### src/design/pse_pkg.sv
package pse_pkg;

   localparam int COORD_WIDTH         = 20;
   localparam int COORD_FRAC_DEFAULT  = 4;
   localparam int NORMAL_FRAC_DEFAULT = 14;
   localparam int WEIGHT_WIDTH        = 12;
   localparam int WEIGHT_FRAC         = 4;
   localparam logic [WEIGHT_WIDTH-1:0] WEIGHT_RESET = 12'd16;

   // Difference magnitudes are halved until both fit in this many bits.
   localparam int MAG_LIMIT_BITS = 20;
   localparam int ROOT_IN_WIDTH  = 2 * MAG_LIMIT_BITS + 1 + MAG_LIMIT_BITS;
   localparam int SQRT_STEPS     = (ROOT_IN_WIDTH + 1) / 2;

   localparam int CSR_DATA_WIDTH  = 32;
   localparam int CSR_INDEX_WIDTH = 1;
   localparam logic [CSR_INDEX_WIDTH-1:0] CSR_STROKE_WEIGHT = 1'b0;
   localparam logic [CSR_INDEX_WIDTH-1:0] CSR_STROKE_COLOR  = 1'b1;

   typedef struct packed {
      logic signed [COORD_WIDTH-1:0] point_x;
      logic signed [COORD_WIDTH-1:0] point_y;
      logic                          last_vertex;
      logic                          loop_close;
   } req_type;

   typedef struct packed {
      logic signed [COORD_WIDTH-1:0] out_x;
      logic signed [COORD_WIDTH-1:0] out_y;
      logic                          end_of_run;
      logic                          end_of_shape;
   } rsp_type;

   typedef enum logic [2:0] {
      CRN_A_UP     = 3'd0,
      CRN_A_DN     = 3'd1,
      CRN_B_UP     = 3'd2,
      CRN_B_DN     = 3'd3,
      CRN_FIRST_UP = 3'd4,
      CRN_FIRST_DN = 3'd5
   } corner_sel_type;

   typedef struct packed {
      logic           load_item;
      logic           first_vertex;
      logic           seg_init;
      logic           seg_sel;
      logic           shift;
      logic           sq1;
      logic           sq2;
      logic           norm_zero;
      logic           sqrt_init;
      logic           sqrt_step;
      logic           div_init;
      logic           div_step;
      logic           div_store;
      logic           axis;
      logic           off_x;
      logic           off_y;
      logic           cap_first;
      logic           emit;
      corner_sel_type emit_sel;
      logic           emit_eor;
      logic           emit_eos;
      logic           commit;
   } pse_cmd_type;

   typedef struct packed {
      logic need_shift;
      logic s_zero;
      logic weight_on;
      logic out_free;
      logic in_last;
      logic item_last;
      logic item_loop;
   } pse_status_type;

endpackage

### src/design/pse_datapath.sv
module pse_datapath import pse_pkg::*; #(
   parameter int COORD_FRAC  = COORD_FRAC_DEFAULT,
   parameter int NORMAL_FRAC = NORMAL_FRAC_DEFAULT
) (
   input  logic                       clock,
   input  logic                       reset,
   input  req_type                    req_payload,
   input  logic                       csr_write_en,
   input  logic [CSR_INDEX_WIDTH-1:0] csr_index,
   input  logic [CSR_DATA_WIDTH-1:0]  csr_data,
   input  pse_cmd_type                cmd,
   output pse_status_type             status,
   input  logic                       rsp_stall,
   output logic                       rsp_valid,
   output rsp_type                    rsp_payload
);

   localparam int CW       = COORD_WIDTH;
   localparam int MAG_W    = CW + 1;
   localparam int LIM      = MAG_LIMIT_BITS;
   localparam int SQ_W     = 2 * LIM;
   localparam int S_W      = SQ_W + 1;
   localparam int SQRT_W   = ROOT_IN_WIDTH;
   localparam int ROOT_W   = SQRT_STEPS;
   localparam int Q_W      = NORMAL_FRAC + 2;
   localparam int N_W      = NORMAL_FRAC + 1;
   localparam int DIV_W    = ROOT_W + Q_W;
   localparam int NUM_SH   = NORMAL_FRAC + LIM / 2;
   localparam int M_W      = N_W + WEIGHT_WIDTH;
   localparam int OFS      = NORMAL_FRAC + WEIGHT_FRAC - COORD_FRAC;
   localparam int R_W      = M_W + 1 - OFS;
   localparam int OFF_W    = R_W + 1;
   localparam int SUM_W    = ((CW > OFF_W) ? CW : OFF_W) + 1;
   localparam logic [N_W-1:0] ONE = N_W'(1) << NORMAL_FRAC;

   logic signed [CW-1:0] cur_x_ff, cur_x_in, cur_y_ff, cur_y_in;
   logic                 cur_last_ff, cur_last_in, cur_loop_ff, cur_loop_in;
   logic signed [CW-1:0] prev_x_ff, prev_x_in, prev_y_ff, prev_y_in;
   logic signed [CW-1:0] start_x_ff, start_x_in, start_y_ff, start_y_in;
   logic signed [CW-1:0] seg_ax_ff, seg_ax_in, seg_ay_ff, seg_ay_in;
   logic signed [CW-1:0] seg_bx_ff, seg_bx_in, seg_by_ff, seg_by_in;
   logic [MAG_W-1:0]     ax_ff, ax_in, ay_ff, ay_in;
   logic                 dx_neg_ff, dx_neg_in, dy_pos_ff, dy_pos_in;
   logic [SQ_W-1:0]      sq_ff, sq_in;
   logic [S_W-1:0]       s_ff, s_in;
   logic [SQRT_W-1:0]    v_ff, v_in, r_ff, r_in, bit_ff, bit_in;
   logic [DIV_W-1:0]     rem_ff, rem_in, dvs_ff, dvs_in;
   logic [Q_W-1:0]       q_ff, q_in;
   logic [N_W-1:0]       cx_ff, cx_in, cy_ff, cy_in;
   logic signed [OFF_W-1:0] ox_ff, ox_in, oy_ff, oy_in;
   logic signed [CW-1:0] fu_x_ff, fu_x_in, fu_y_ff, fu_y_in;
   logic signed [CW-1:0] fd_x_ff, fd_x_in, fd_y_ff, fd_y_in;
   logic [WEIGHT_WIDTH-1:0] weight_ff, weight_in;
   logic                 rsp_valid_ff, rsp_valid_in;
   rsp_type              rsp_payload_ff, rsp_payload_in;

   logic signed [CW-1:0]  pa_x, pa_y, pb_x, pb_y;
   logic signed [CW:0]    dx, dy;
   logic [LIM-1:0]        ax_lo, ay_lo, a_lo;
   logic [SQRT_W:0]       trial;
   logic [ROOT_W-1:0]     root;
   logic [N_W-1:0]        off_mag;
   logic                  off_neg;
   logic [M_W-1:0]        prod;
   logic [M_W:0]          rnd;
   logic [R_W-1:0]        off_r;
   logic signed [OFF_W-1:0] off_val;
   logic signed [CW-1:0]  a_up_x, a_up_y, a_dn_x, a_dn_y;
   logic signed [CW-1:0]  b_up_x, b_up_y, b_dn_x, b_dn_y;
   logic                  out_free;

   function automatic logic signed [CW-1:0] corner(input logic signed [CW-1:0] p,
                                                   input logic signed [OFF_W-1:0] o,
                                                   input logic sub);
      logic signed [SUM_W-1:0] sum;
      logic signed [CW-1:0]    res;
      sum = sub ? (SUM_W'(p) - SUM_W'(o)) : (SUM_W'(p) + SUM_W'(o));
      if ((&sum[SUM_W-1:CW-1]) || !(|sum[SUM_W-1:CW-1])) begin
         res = sum[CW-1:0];
      end else if (sum[SUM_W-1]) begin
         res = {1'b1, {(CW-1){1'b0}}};
      end else begin
         res = {1'b0, {(CW-1){1'b1}}};
      end
      return res;
   endfunction

   assign out_free = !rsp_valid_ff || !rsp_stall;
   assign ax_lo    = ax_ff[LIM-1:0];
   assign ay_lo    = ay_ff[LIM-1:0];
   assign a_lo     = cmd.axis ? ay_lo : ax_lo;
   assign root     = r_ff[ROOT_W-1:0];
   assign trial    = {1'b0, r_ff} + {1'b0, bit_ff};

   assign pa_x = cmd.seg_sel ? cur_x_ff : prev_x_ff;
   assign pa_y = cmd.seg_sel ? cur_y_ff : prev_y_ff;
   assign pb_x = cmd.seg_sel ? start_x_ff : cur_x_ff;
   assign pb_y = cmd.seg_sel ? start_y_ff : cur_y_ff;
   assign dx   = (CW+1)'(pb_x) - (CW+1)'(pa_x);
   assign dy   = (CW+1)'(pb_y) - (CW+1)'(pa_y);

   // The normal is (-dy, dx): its x part comes from cy, its y part from cx.
   assign off_mag = cmd.off_y ? cx_ff : cy_ff;
   assign off_neg = cmd.off_y ? dx_neg_ff : dy_pos_ff;
   assign prod    = M_W'(off_mag) * M_W'(weight_ff);
   assign rnd     = (M_W+1)'(prod) + ((M_W+1)'(1) << (OFS - 1));
   assign off_r   = R_W'(rnd >> OFS);
   assign off_val = off_neg ? -$signed({1'b0, off_r}) : $signed({1'b0, off_r});

   assign a_up_x = corner(seg_ax_ff, ox_ff, 1'b0);
   assign a_up_y = corner(seg_ay_ff, oy_ff, 1'b0);
   assign a_dn_x = corner(seg_ax_ff, ox_ff, 1'b1);
   assign a_dn_y = corner(seg_ay_ff, oy_ff, 1'b1);
   assign b_up_x = corner(seg_bx_ff, ox_ff, 1'b0);
   assign b_up_y = corner(seg_by_ff, oy_ff, 1'b0);
   assign b_dn_x = corner(seg_bx_ff, ox_ff, 1'b1);
   assign b_dn_y = corner(seg_by_ff, oy_ff, 1'b1);

   always_comb begin
      cur_x_in = cur_x_ff;   cur_y_in = cur_y_ff;
      cur_last_in = cur_last_ff;   cur_loop_in = cur_loop_ff;
      prev_x_in = prev_x_ff; prev_y_in = prev_y_ff;
      start_x_in = start_x_ff; start_y_in = start_y_ff;
      seg_ax_in = seg_ax_ff; seg_ay_in = seg_ay_ff;
      seg_bx_in = seg_bx_ff; seg_by_in = seg_by_ff;
      ax_in = ax_ff; ay_in = ay_ff;
      dx_neg_in = dx_neg_ff; dy_pos_in = dy_pos_ff;
      sq_in = sq_ff; s_in = s_ff;
      v_in = v_ff; r_in = r_ff; bit_in = bit_ff;
      rem_in = rem_ff; dvs_in = dvs_ff; q_in = q_ff;
      cx_in = cx_ff; cy_in = cy_ff;
      ox_in = ox_ff; oy_in = oy_ff;
      fu_x_in = fu_x_ff; fu_y_in = fu_y_ff; fd_x_in = fd_x_ff; fd_y_in = fd_y_ff;
      weight_in = weight_ff;
      rsp_payload_in = rsp_payload_ff;
      rsp_valid_in = rsp_valid_ff && rsp_stall;

      // Only the weight is stored; a write to the colour index is not kept here.
      if (csr_write_en && csr_index == CSR_STROKE_WEIGHT) begin
         weight_in = csr_data[WEIGHT_WIDTH-1:0];
      end

      if (cmd.load_item) begin
         cur_x_in = req_payload.point_x;
         cur_y_in = req_payload.point_y;
         cur_last_in = req_payload.last_vertex;
         cur_loop_in = req_payload.loop_close;
      end
      if (cmd.first_vertex) begin
         prev_x_in = req_payload.point_x;  prev_y_in = req_payload.point_y;
         start_x_in = req_payload.point_x; start_y_in = req_payload.point_y;
      end
      if (cmd.seg_init) begin
         seg_ax_in = pa_x; seg_ay_in = pa_y; seg_bx_in = pb_x; seg_by_in = pb_y;
         ax_in = dx[CW] ? MAG_W'(-dx) : MAG_W'(dx);
         ay_in = dy[CW] ? MAG_W'(-dy) : MAG_W'(dy);
         dx_neg_in = dx[CW];
         dy_pos_in = !dy[CW] && (dy != '0);
      end
      if (cmd.shift) begin
         ax_in = ax_ff >> 1;
         ay_in = ay_ff >> 1;
      end
      if (cmd.sq1) begin
         sq_in = SQ_W'(ax_lo) * SQ_W'(ax_lo);
      end
      if (cmd.sq2) begin
         s_in = {1'b0, sq_ff} + S_W'(SQ_W'(ay_lo) * SQ_W'(ay_lo));
      end
      if (cmd.sqrt_init) begin
         v_in = {s_ff, LIM'(0)};
         r_in = '0;
         bit_in = SQRT_W'(1) << (2 * (SQRT_STEPS - 1));
      end
      if (cmd.sqrt_step) begin
         if ({1'b0, v_ff} >= trial) begin
            v_in = v_ff - trial[SQRT_W-1:0];
            r_in = (r_ff >> 1) + bit_ff;
         end else begin
            r_in = r_ff >> 1;
         end
         bit_in = bit_ff >> 2;
      end
      if (cmd.div_init) begin
         rem_in = (DIV_W'(a_lo) << NUM_SH) + DIV_W'(root >> 1);
         dvs_in = DIV_W'(root) << (Q_W - 1);
         q_in = '0;
      end
      if (cmd.div_step) begin
         if (rem_ff >= dvs_ff) begin
            rem_in = rem_ff - dvs_ff;
         end
         q_in = {q_ff[Q_W-2:0], rem_ff >= dvs_ff};
         dvs_in = dvs_ff >> 1;
      end
      if (cmd.div_store) begin
         if (cmd.axis) begin
            cy_in = (q_ff > Q_W'(ONE)) ? ONE : q_ff[N_W-1:0];
         end else begin
            cx_in = (q_ff > Q_W'(ONE)) ? ONE : q_ff[N_W-1:0];
         end
      end
      if (cmd.norm_zero) begin
         cx_in = '0;
         cy_in = '0;
      end
      if (cmd.off_x) begin
         ox_in = off_val;
      end
      if (cmd.off_y) begin
         oy_in = off_val;
      end
      if (cmd.cap_first) begin
         fu_x_in = a_up_x; fu_y_in = a_up_y;
         fd_x_in = a_dn_x; fd_y_in = a_dn_y;
      end
      if (cmd.commit) begin
         prev_x_in = cur_x_ff;
         prev_y_in = cur_y_ff;
      end
      if (cmd.emit) begin
         rsp_valid_in = 1'b1;
         rsp_payload_in.end_of_run = cmd.emit_eor;
         rsp_payload_in.end_of_shape = cmd.emit_eos;
         case (cmd.emit_sel)
            CRN_A_UP: begin
               rsp_payload_in.out_x = a_up_x; rsp_payload_in.out_y = a_up_y;
            end
            CRN_A_DN: begin
               rsp_payload_in.out_x = a_dn_x; rsp_payload_in.out_y = a_dn_y;
            end
            CRN_B_UP: begin
               rsp_payload_in.out_x = b_up_x; rsp_payload_in.out_y = b_up_y;
            end
            CRN_B_DN: begin
               rsp_payload_in.out_x = b_dn_x; rsp_payload_in.out_y = b_dn_y;
            end
            CRN_FIRST_UP: begin
               rsp_payload_in.out_x = fu_x_ff; rsp_payload_in.out_y = fu_y_ff;
            end
            default: begin
               rsp_payload_in.out_x = fd_x_ff; rsp_payload_in.out_y = fd_y_ff;
            end
         endcase
      end
   end

   always_ff @(posedge clock) begin
      if (reset) begin
         weight_ff <= WEIGHT_RESET;
         rsp_valid_ff <= 1'b0;
      end else begin
         weight_ff <= weight_in;
         rsp_valid_ff <= rsp_valid_in;
      end
      cur_x_ff <= cur_x_in;     cur_y_ff <= cur_y_in;
      cur_last_ff <= cur_last_in; cur_loop_ff <= cur_loop_in;
      prev_x_ff <= prev_x_in;   prev_y_ff <= prev_y_in;
      start_x_ff <= start_x_in; start_y_ff <= start_y_in;
      seg_ax_ff <= seg_ax_in;   seg_ay_ff <= seg_ay_in;
      seg_bx_ff <= seg_bx_in;   seg_by_ff <= seg_by_in;
      ax_ff <= ax_in;           ay_ff <= ay_in;
      dx_neg_ff <= dx_neg_in;   dy_pos_ff <= dy_pos_in;
      sq_ff <= sq_in;           s_ff <= s_in;
      v_ff <= v_in;             r_ff <= r_in;       bit_ff <= bit_in;
      rem_ff <= rem_in;         dvs_ff <= dvs_in;   q_ff <= q_in;
      cx_ff <= cx_in;           cy_ff <= cy_in;
      ox_ff <= ox_in;           oy_ff <= oy_in;
      fu_x_ff <= fu_x_in;       fu_y_ff <= fu_y_in;
      fd_x_ff <= fd_x_in;       fd_y_ff <= fd_y_in;
      rsp_payload_ff <= rsp_payload_in;
   end

   assign status.need_shift = (|ax_ff[MAG_W-1:LIM]) || (|ay_ff[MAG_W-1:LIM]);
   assign status.s_zero     = (s_ff == '0);
   assign status.weight_on  = (weight_ff != '0);
   assign status.out_free   = out_free;
   assign status.in_last    = req_payload.last_vertex;
   assign status.item_last  = cur_last_ff;
   assign status.item_loop  = cur_loop_ff;

   assign rsp_valid   = rsp_valid_ff;
   assign rsp_payload = rsp_payload_ff;

`ifndef NO_ASSERTIONS
   a_eos_is_eor: assert property (@(posedge clock) disable iff (reset)
      (rsp_valid_ff && rsp_payload_ff.end_of_shape) |-> rsp_payload_ff.end_of_run)
      else $error("end of shape without end of run");
   a_norm_clip: assert property (@(posedge clock) disable iff (reset)
      (cmd.div_store && !cmd.axis) |=> (cx_ff <= ONE))
      else $error("normal component above one");
   a_sum_zero: assert property (@(posedge clock) disable iff (reset)
      cmd.sq2 |=> ((s_ff == '0) == (($past(ax_lo) == '0) && ($past(ay_lo) == '0))))
      else $error("squared length zero flag wrong");
`endif

endmodule

### src/design/pse_ctrl.sv
module pse_ctrl import pse_pkg::*; #(
   parameter int NORMAL_FRAC = NORMAL_FRAC_DEFAULT
) (
   input  logic           clock,
   input  logic           reset,
   input  logic           req_valid,
   output logic           req_stall,
   input  pse_status_type status,
   output pse_cmd_type    cmd
);

   localparam int Q_W     = NORMAL_FRAC + 2;
   localparam int CNT_MAX = (SQRT_STEPS > Q_W) ? SQRT_STEPS : Q_W;
   localparam int CNT_W   = $clog2(CNT_MAX + 1);

   typedef enum logic [14:0] {
      S_IDLE      = 15'h0001,
      S_SEG       = 15'h0002,
      S_SHIFT     = 15'h0004,
      S_SQ1       = 15'h0008,
      S_SQ2       = 15'h0010,
      S_ROOT_INIT = 15'h0020,
      S_ROOT      = 15'h0040,
      S_DIV_INIT  = 15'h0080,
      S_DIV       = 15'h0100,
      S_DIV_END   = 15'h0200,
      S_OFFX      = 15'h0400,
      S_OFFY      = 15'h0800,
      S_CAP       = 15'h1000,
      S_EMIT      = 15'h2000,
      S_DONE      = 15'h4000
   } state_type;

   state_type      state_ff, state_in;
   logic [CNT_W-1:0] cnt_ff, cnt_in;
   logic           seg_sel_ff, seg_sel_in;
   logic           axis_ff, axis_in;
   corner_sel_type sel_ff, sel_in;
   logic           have_prev_ff, have_prev_in;
   logic           have_seg_ff, have_seg_in;
   logic           closing, final_rsp, advance;

   assign req_stall = (state_ff != S_IDLE);
   assign closing   = status.item_last && status.item_loop;
   assign final_rsp = (sel_ff == CRN_B_DN && !seg_sel_ff && !closing)
                      || (sel_ff == CRN_FIRST_DN);
   // With zero weight the sequence still runs, only nothing is sent.
   assign advance   = !status.weight_on || status.out_free;

   always_comb begin
      state_in = state_ff;
      cnt_in = cnt_ff;
      seg_sel_in = seg_sel_ff;
      axis_in = axis_ff;
      sel_in = sel_ff;
      have_prev_in = have_prev_ff;
      have_seg_in = have_seg_ff;
      cmd = '0;
      cmd.seg_sel = seg_sel_ff;
      cmd.axis = axis_ff;
      cmd.emit_sel = sel_ff;
      cmd.emit_eor = final_rsp;
      cmd.emit_eos = final_rsp && status.item_last;

      case (state_ff)
         S_IDLE: begin
            if (req_valid) begin
               cmd.load_item = 1'b1;
               if (!have_prev_ff) begin
                  cmd.first_vertex = 1'b1;
                  have_prev_in = !status.in_last;
               end else begin
                  seg_sel_in = 1'b0;
                  state_in = S_SEG;
               end
            end
         end
         S_SEG: begin
            cmd.seg_init = 1'b1;
            state_in = S_SHIFT;
         end
         S_SHIFT: begin
            if (status.need_shift) begin
               cmd.shift = 1'b1;
            end else begin
               state_in = S_SQ1;
            end
         end
         S_SQ1: begin
            cmd.sq1 = 1'b1;
            state_in = S_SQ2;
         end
         S_SQ2: begin
            cmd.sq2 = 1'b1;
            state_in = S_ROOT_INIT;
         end
         S_ROOT_INIT: begin
            if (status.s_zero) begin
               cmd.norm_zero = 1'b1;
               state_in = S_OFFX;
            end else begin
               cmd.sqrt_init = 1'b1;
               cnt_in = '0;
               state_in = S_ROOT;
            end
         end
         S_ROOT: begin
            cmd.sqrt_step = 1'b1;
            cnt_in = cnt_ff + CNT_W'(1);
            if (cnt_ff == CNT_W'(SQRT_STEPS - 1)) begin
               axis_in = 1'b0;
               state_in = S_DIV_INIT;
            end
         end
         S_DIV_INIT: begin
            cmd.div_init = 1'b1;
            cnt_in = '0;
            state_in = S_DIV;
         end
         S_DIV: begin
            cmd.div_step = 1'b1;
            cnt_in = cnt_ff + CNT_W'(1);
            if (cnt_ff == CNT_W'(Q_W - 1)) begin
               state_in = S_DIV_END;
            end
         end
         S_DIV_END: begin
            cmd.div_store = 1'b1;
            if (!axis_ff) begin
               axis_in = 1'b1;
               state_in = S_DIV_INIT;
            end else begin
               state_in = S_OFFX;
            end
         end
         S_OFFX: begin
            cmd.off_x = 1'b1;
            state_in = S_OFFY;
         end
         S_OFFY: begin
            cmd.off_y = 1'b1;
            state_in = S_CAP;
         end
         S_CAP: begin
            if (!seg_sel_ff && !have_seg_ff) begin
               cmd.cap_first = 1'b1;
               have_seg_in = 1'b1;
            end
            sel_in = CRN_A_UP;
            state_in = S_EMIT;
         end
         S_EMIT: begin
            cmd.emit = status.weight_on && status.out_free;
            if (advance) begin
               case (sel_ff)
                  CRN_A_UP: sel_in = CRN_A_DN;
                  CRN_A_DN: sel_in = CRN_B_UP;
                  CRN_B_UP: sel_in = CRN_B_DN;
                  CRN_B_DN: begin
                     if (seg_sel_ff) begin
                        sel_in = CRN_FIRST_UP;
                     end else if (closing) begin
                        seg_sel_in = 1'b1;
                        state_in = S_SEG;
                     end else begin
                        state_in = S_DONE;
                     end
                  end
                  CRN_FIRST_UP: sel_in = CRN_FIRST_DN;
                  default: state_in = S_DONE;
               endcase
            end
         end
         S_DONE: begin
            cmd.commit = 1'b1;
            if (status.item_last) begin
               have_prev_in = 1'b0;
               have_seg_in = 1'b0;
            end
            state_in = S_IDLE;
         end
         default: begin
            state_in = S_IDLE;
         end
      endcase
   end

   always_ff @(posedge clock) begin
      if (reset) begin
         state_ff <= S_IDLE;
         cnt_ff <= '0;
         seg_sel_ff <= 1'b0;
         axis_ff <= 1'b0;
         sel_ff <= CRN_A_UP;
         have_prev_ff <= 1'b0;
         have_seg_ff <= 1'b0;
      end else begin
         state_ff <= state_in;
         cnt_ff <= cnt_in;
         seg_sel_ff <= seg_sel_in;
         axis_ff <= axis_in;
         sel_ff <= sel_in;
         have_prev_ff <= have_prev_in;
         have_seg_ff <= have_seg_in;
      end
   end

`ifndef NO_ASSERTIONS
   a_emit_free: assert property (@(posedge clock) disable iff (reset)
      cmd.emit |-> status.out_free)
      else $error("item sent into a full output register");
   a_root_count: assert property (@(posedge clock) disable iff (reset)
      (state_ff == S_ROOT) |-> (cnt_ff < CNT_W'(SQRT_STEPS)))
      else $error("square root ran too long");
   a_close_first: assert property (@(posedge clock) disable iff (reset)
      (state_ff == S_CAP && seg_sel_ff) |-> have_seg_ff)
      else $error("closing segment without first corners");
`endif

endmodule

### src/design/polyline_stroke_expander_unit.sv
// Polyline stroke expander: each accepted vertex after the first of a shape
// yields four triangle strip vertices, and a closing vertex yields ten. The
// block works on one vertex at a time. Segment setup runs a 31-step bit-serial
// square root and the two shared restoring divisions for the unit normal. It
// then sends one strip vertex per cycle while the result side does not stall.
// A zero-length segment skips the root and the divisions. The next vertex is
// taken while the last strip vertex still waits in the output register.
// Stroke weight zero sends nothing but still tracks the shape.
module polyline_stroke_expander_unit import pse_pkg::*; #(
   parameter int COORD_FRAC  = COORD_FRAC_DEFAULT,
   parameter int NORMAL_FRAC = NORMAL_FRAC_DEFAULT
) (
   input  logic                       clock,
   input  logic                       reset,
   input  logic                       req_valid,
   output logic                       req_stall,
   input  req_type                    req_payload,
   output logic                       rsp_valid,
   input  logic                       rsp_stall,
   output rsp_type                    rsp_payload,
   input  logic                       csr_write_en,
   input  logic [CSR_INDEX_WIDTH-1:0] csr_index,
   input  logic [CSR_DATA_WIDTH-1:0]  csr_data
);

   pse_cmd_type    cmd;
   pse_status_type status;

   pse_ctrl #(
      .NORMAL_FRAC(NORMAL_FRAC)
   ) u_ctrl (
      .clock     (clock),
      .reset     (reset),
      .req_valid (req_valid),
      .req_stall (req_stall),
      .status    (status),
      .cmd       (cmd)
   );

   pse_datapath #(
      .COORD_FRAC (COORD_FRAC),
      .NORMAL_FRAC(NORMAL_FRAC)
   ) u_datapath (
      .clock        (clock),
      .reset        (reset),
      .req_payload  (req_payload),
      .csr_write_en (csr_write_en),
      .csr_index    (csr_index),
      .csr_data     (csr_data),
      .cmd          (cmd),
      .status       (status),
      .rsp_stall    (rsp_stall),
      .rsp_valid    (rsp_valid),
      .rsp_payload  (rsp_payload)
   );

endmodule
### config.mk
export PLATFORM = sky130hd
export DESIGN_NAME = polyline_stroke_expander_unit
export DESIGN_NICKNAME = d
export VERILOG_FILES = /design/src/design/pse_pkg.sv /design/src/design/pse_datapath.sv /design/src/design/pse_ctrl.sv /design/src/design/polyline_stroke_expander_unit.sv
export SDC_FILE = /design/constraint.sdc
export NUM_CORES = 2
export LEC_CHECK = 0
export BUFFER_PORTS_ARGS = -buffer_cell sky130_fd_sc_hd__buf_4
export CAP_MARGIN = 0
export CORE_MARGIN = 8
export CORE_UTILIZATION = 25
export CTS_CLUSTER_DIAMETER = 120
export DETAILED_ROUTE_END_ITERATION = 8
export GPL_ROUTABILITY_DRIVEN = 0
export PLACE_DENSITY_LB_ADDON = 0.12
export SLEW_MARGIN = 20
export SYNTH_ARGS = -nofsm -noshare
export SYNTH_HDL_FRONTEND = slang
export SYNTH_SLANG_ARGS = --single-unit
### constraint.sdc
create_clock -name clock -period 9 [get_ports clock]
set_input_delay 1.8 -clock clock [delete_from_list [all_inputs] [get_ports clock]]
set_output_delay 1.8 -clock clock [all_outputs]
set_load 0.005 [all_outputs]
==> results.sh <==
export IMPL_wl_mm=275
export IMPL_vias=63900
export IMPL_die_area_sq_mm=0.355
export IMPL_hold_path_class="reg2reg"
export IMPL_cts_buffers=114
export IMPL_synth_area_leader_cell="edfxtp_1"
export IMPL_cp_endpoint="u_datapath.ox_ff[12]"
export IMPL_yosysMostFrequentCell="inv_1"
export IMPL_power_density_mw_per_mm2=391
export IMPL_cap_violations=0
export IMPL_start_util=0.250
export IMPL_final_antenna_net_count=0
export IMPL_gr_total_overflow=0
export IMPL_totalPowerFinal_mw=36.7
export IMPL_grt_pass1_wl_mm=421
export IMPL_stdcell_count=13600
export IMPL_core_area_sq_mm=0.336
export IMPL_rows=213
export IMPL_status="complete, no violations"
export IMPL_chipHeight_microns=596
export IMPL_route_detailed_drc=0
export IMPL_power_leakage_nw=41.2
export IMPL_cts_tree="yes"
export IMPL_clock_sinks=810
export IMPL_synth_area_sq_mm=0.0840
export IMPL_clk_latency_ns=0.86
export IMPL_synthArstFlopShare=0
export IMPL_ff2ff_setup_slack_ns=0.67
export IMPL_drv_slew=0
export IMPL_ios=124
export IMPL_crit_path_max_incr_delay_ns=0.54
export IMPL_antenna_found_initial=19
export IMPL_reg2reg_from="u_ctrl.state_ff[13]"
export IMPL_via_per_inst=4.72
export IMPL_fin_hold_ws_ns=0.456
export IMPL_start_kind="register"
export IMPL_worst_ep_required_time_ns=9.56
export IMPL_dp_cells=13300
export IMPL_ys_warn_count=0
export IMPL_drtIter0Drc=3987
export IMPL_startpoint="u_ctrl.state_ff[13]"
export IMPL_synth_top_area_frac=0.225
export IMPL_area_growth_pct=11.5
export IMPL_clockBufferDepth=4
export IMPL_critPathKind="reg2reg"
export IMPL_wl_per_cell_microns=20.3
export IMPL_track_usage=0.152
export IMPL_finalSetupTns_ns=0
export IMPL_r2r_end="u_datapath.ox_ff[12]"
export IMPL_crit_arrival_ns=8.89
export IMPL_fp_dieW_microns=596
export IMPL_final_nets=10600
export IMPL_placed_area_sq_mm=0.0899
export IMPL_final_area_sq_mm=0.0937
export IMPL_hold_viol_final=0
export IMPL_r2r_cells=31
export IMPL_grt_pass1_vias=66300
export IMPL_clkTransAtPathRegs_ns=0.06
export IMPL_syn_inst=9078
export IMPL_synth_cell_types=119
export IMPL_maxSlewHeadroom=0.255
export IMPL_layout_drive_gt1_share=0.0697
export IMPL_end_kind="register"
export IMPL_dr_pass1_iters=6
export IMPL_fmaxAchievable_ghz=0.120
export IMPL_portBuffers=103
export IMPL_grt_setup_unrepaired="false"
export IMPL_yosys_top_cells_count="inv_1 (1231), nand2_1 (951), ha_1 (750)"
export IMPL_avgSynthCellArea_sq_um=9.25
export IMPL_synth_edff_count=629
export IMPL_dp_hpwl_mm=218
export IMPL_synth_area_leaders="edfxtp_1 (22%), fa_1 (18%), ha_1 (11%), inv_1 (5.5%), dfxtp_1 (4.3%)"
export IMPL_fin_skew_ns=0.0740
export IMPL_worst_pin_slew_ns=1.09
export IMPL_period_minus_slack_ns=8.33
export IMPL_crit_slowest_cell="fa_1"
export IMPL_crit_fanout=17
export IMPL_grt_max_degree=81
export IMPL_h_tree_depth=3
export IMPL_peakVddDrop_v=0.000764
export IMPL_setup_viol=0
export IMPL_cts_root_buf="clkbuf_16"
export IMPL_synth_flop_cell="edfxtp_1"
export IMPL_synth_nets=10600
export IMPL_yosysSeqAreaShare=0.268
export IMPL_period_share=0.925
export IMPL_synth_seq_cells=810
[repair_timing]
item | CTS | global route
setup buffers | 0 | 0
setup endpoints to repair | 0 | 10
hold buffers | 0 | 0
resized for setup | 0 | 6
[worst max-delay path, delay by kind of cell (launching register included)]
family | cells | cell delay [ns]
AO/OA/AOI/OAI | 7 | 1.86
buffers and inverters | 6 | 0.60
adder cells (fa/ha/maj) | 6 | 2.58
AND/OR/NAND/NOR | 11 | 2.40
XOR/XNOR | 1 | 0.25
flip-flops | 1 | 0.37
[how the worst min path moves through the flow]
stage                               from              endpoint  slack (ns)  cells after the start
floorplan           u_datapath.cx_ff[14]  u_datapath.cx_ff[14]        0.43                      2
CTS                 u_datapath.cx_ff[14]  u_datapath.cx_ff[14]        0.46                      2
global route        u_datapath.cx_ff[14]  u_datapath.cx_ff[14]        0.47                      2
finish              u_datapath.cx_ff[14]  u_datapath.cx_ff[14]        0.46                      2
detailed placement  u_datapath.cx_ff[14]  u_datapath.cx_ff[14]        0.45                      2
global placement    u_datapath.cx_ff[14]  u_datapath.cx_ff[14]        0.45                      2
[power by group]
| group | switching, mW | internal [mW] |
|---|---|---|
| Clock | 1.92 | 2.73 |
| Combinational | 15.3 | 10.8 |
| Sequential | 0.159 | 5.72 |
| Total | 17.4 | 19.2 |
[cells in the final DEF (no fill, tap or decap), drive strengths merged, types with 92 or more instances in the layout]
master / n
a211oi: 92
a21o: 187
a21oi: 524
a31oi: 109
and2: 311
buf: 236
clkbuf: 147
dfxtp: 181
edfxtp: 629
fa: 741
ha: 750
inv: 1243
mux2i: 119
nand2: 951
nand3: 103
nor2: 575
nor2b: 99
nor3: 99
o21ai: 469
xnor2: 321
xor2: 212
[final cells by class]
cell class | count | area (sq um)
Sequential cell | 810 | 22500
Inverter | 1236 | 4640
Fill cell | 35600 | 242000
Antenna cell | 2 | 5.00
Multi-Input combinational cell | 6649 | 55400
Timing Repair Buffer | 236 | 1780
Clock inverter | 63 | 652
Clock buffer | 147 | 3110
Tap cell | 4407 | 5510
[metal layers]
| layer | global-route usage | up-vias | part of all wire |
|---|---|---|---|
| li1 | - | 30700 | - |
| met1 | 0.217 | 31900 | 0.49 |
| met2 | 0.252 | 1095 | 0.46 |
| met3 | 0.0141 | 231 | 0.032 |
| met4 | 0.0283 | 0 | 0.019 |
| met5 | 0 | - | 0 |
[metrics by stage]
stage | util | setup slack [ns]
finish | 0.279 | 0.671
global route | 0.279 | 0.0637
CTS | 0.279 | 0.293
detailed placement | 0.268 | 0.379
global placement | 0.268 | 0.433
floorplan | - | 0.882
[cell families after synthesis]
family / count (synthesis) / share of synthesized area
AO/OA/AOI/OAI: 1902 / 0.147
XOR/XNOR: 533 / 0.0557
adder cells (fa/ha/maj): 1498 / 0.289
buffers and inverters: 1619 / 0.0740
flip-flops: 810 / 0.268
multiplexers: 184 / 0.0229
other: 1 / 0.0000447
AND/OR/NAND/NOR: 2531 / 0.143
[flip-flops by register name, summed over array words and instances (netlist names), 31 cells and up]
register,count
u_datapath.rsp_payload,42
u_datapath.bit_ff,31
u_datapath.s_ff,41
u_datapath.rem_ff,47
u_datapath.sq_ff,39
u_datapath.r_ff,61
u_datapath.dvs_ff,46
u_datapath.v_ff,61
No activity file was read; power rests on OpenSTA's default activity.
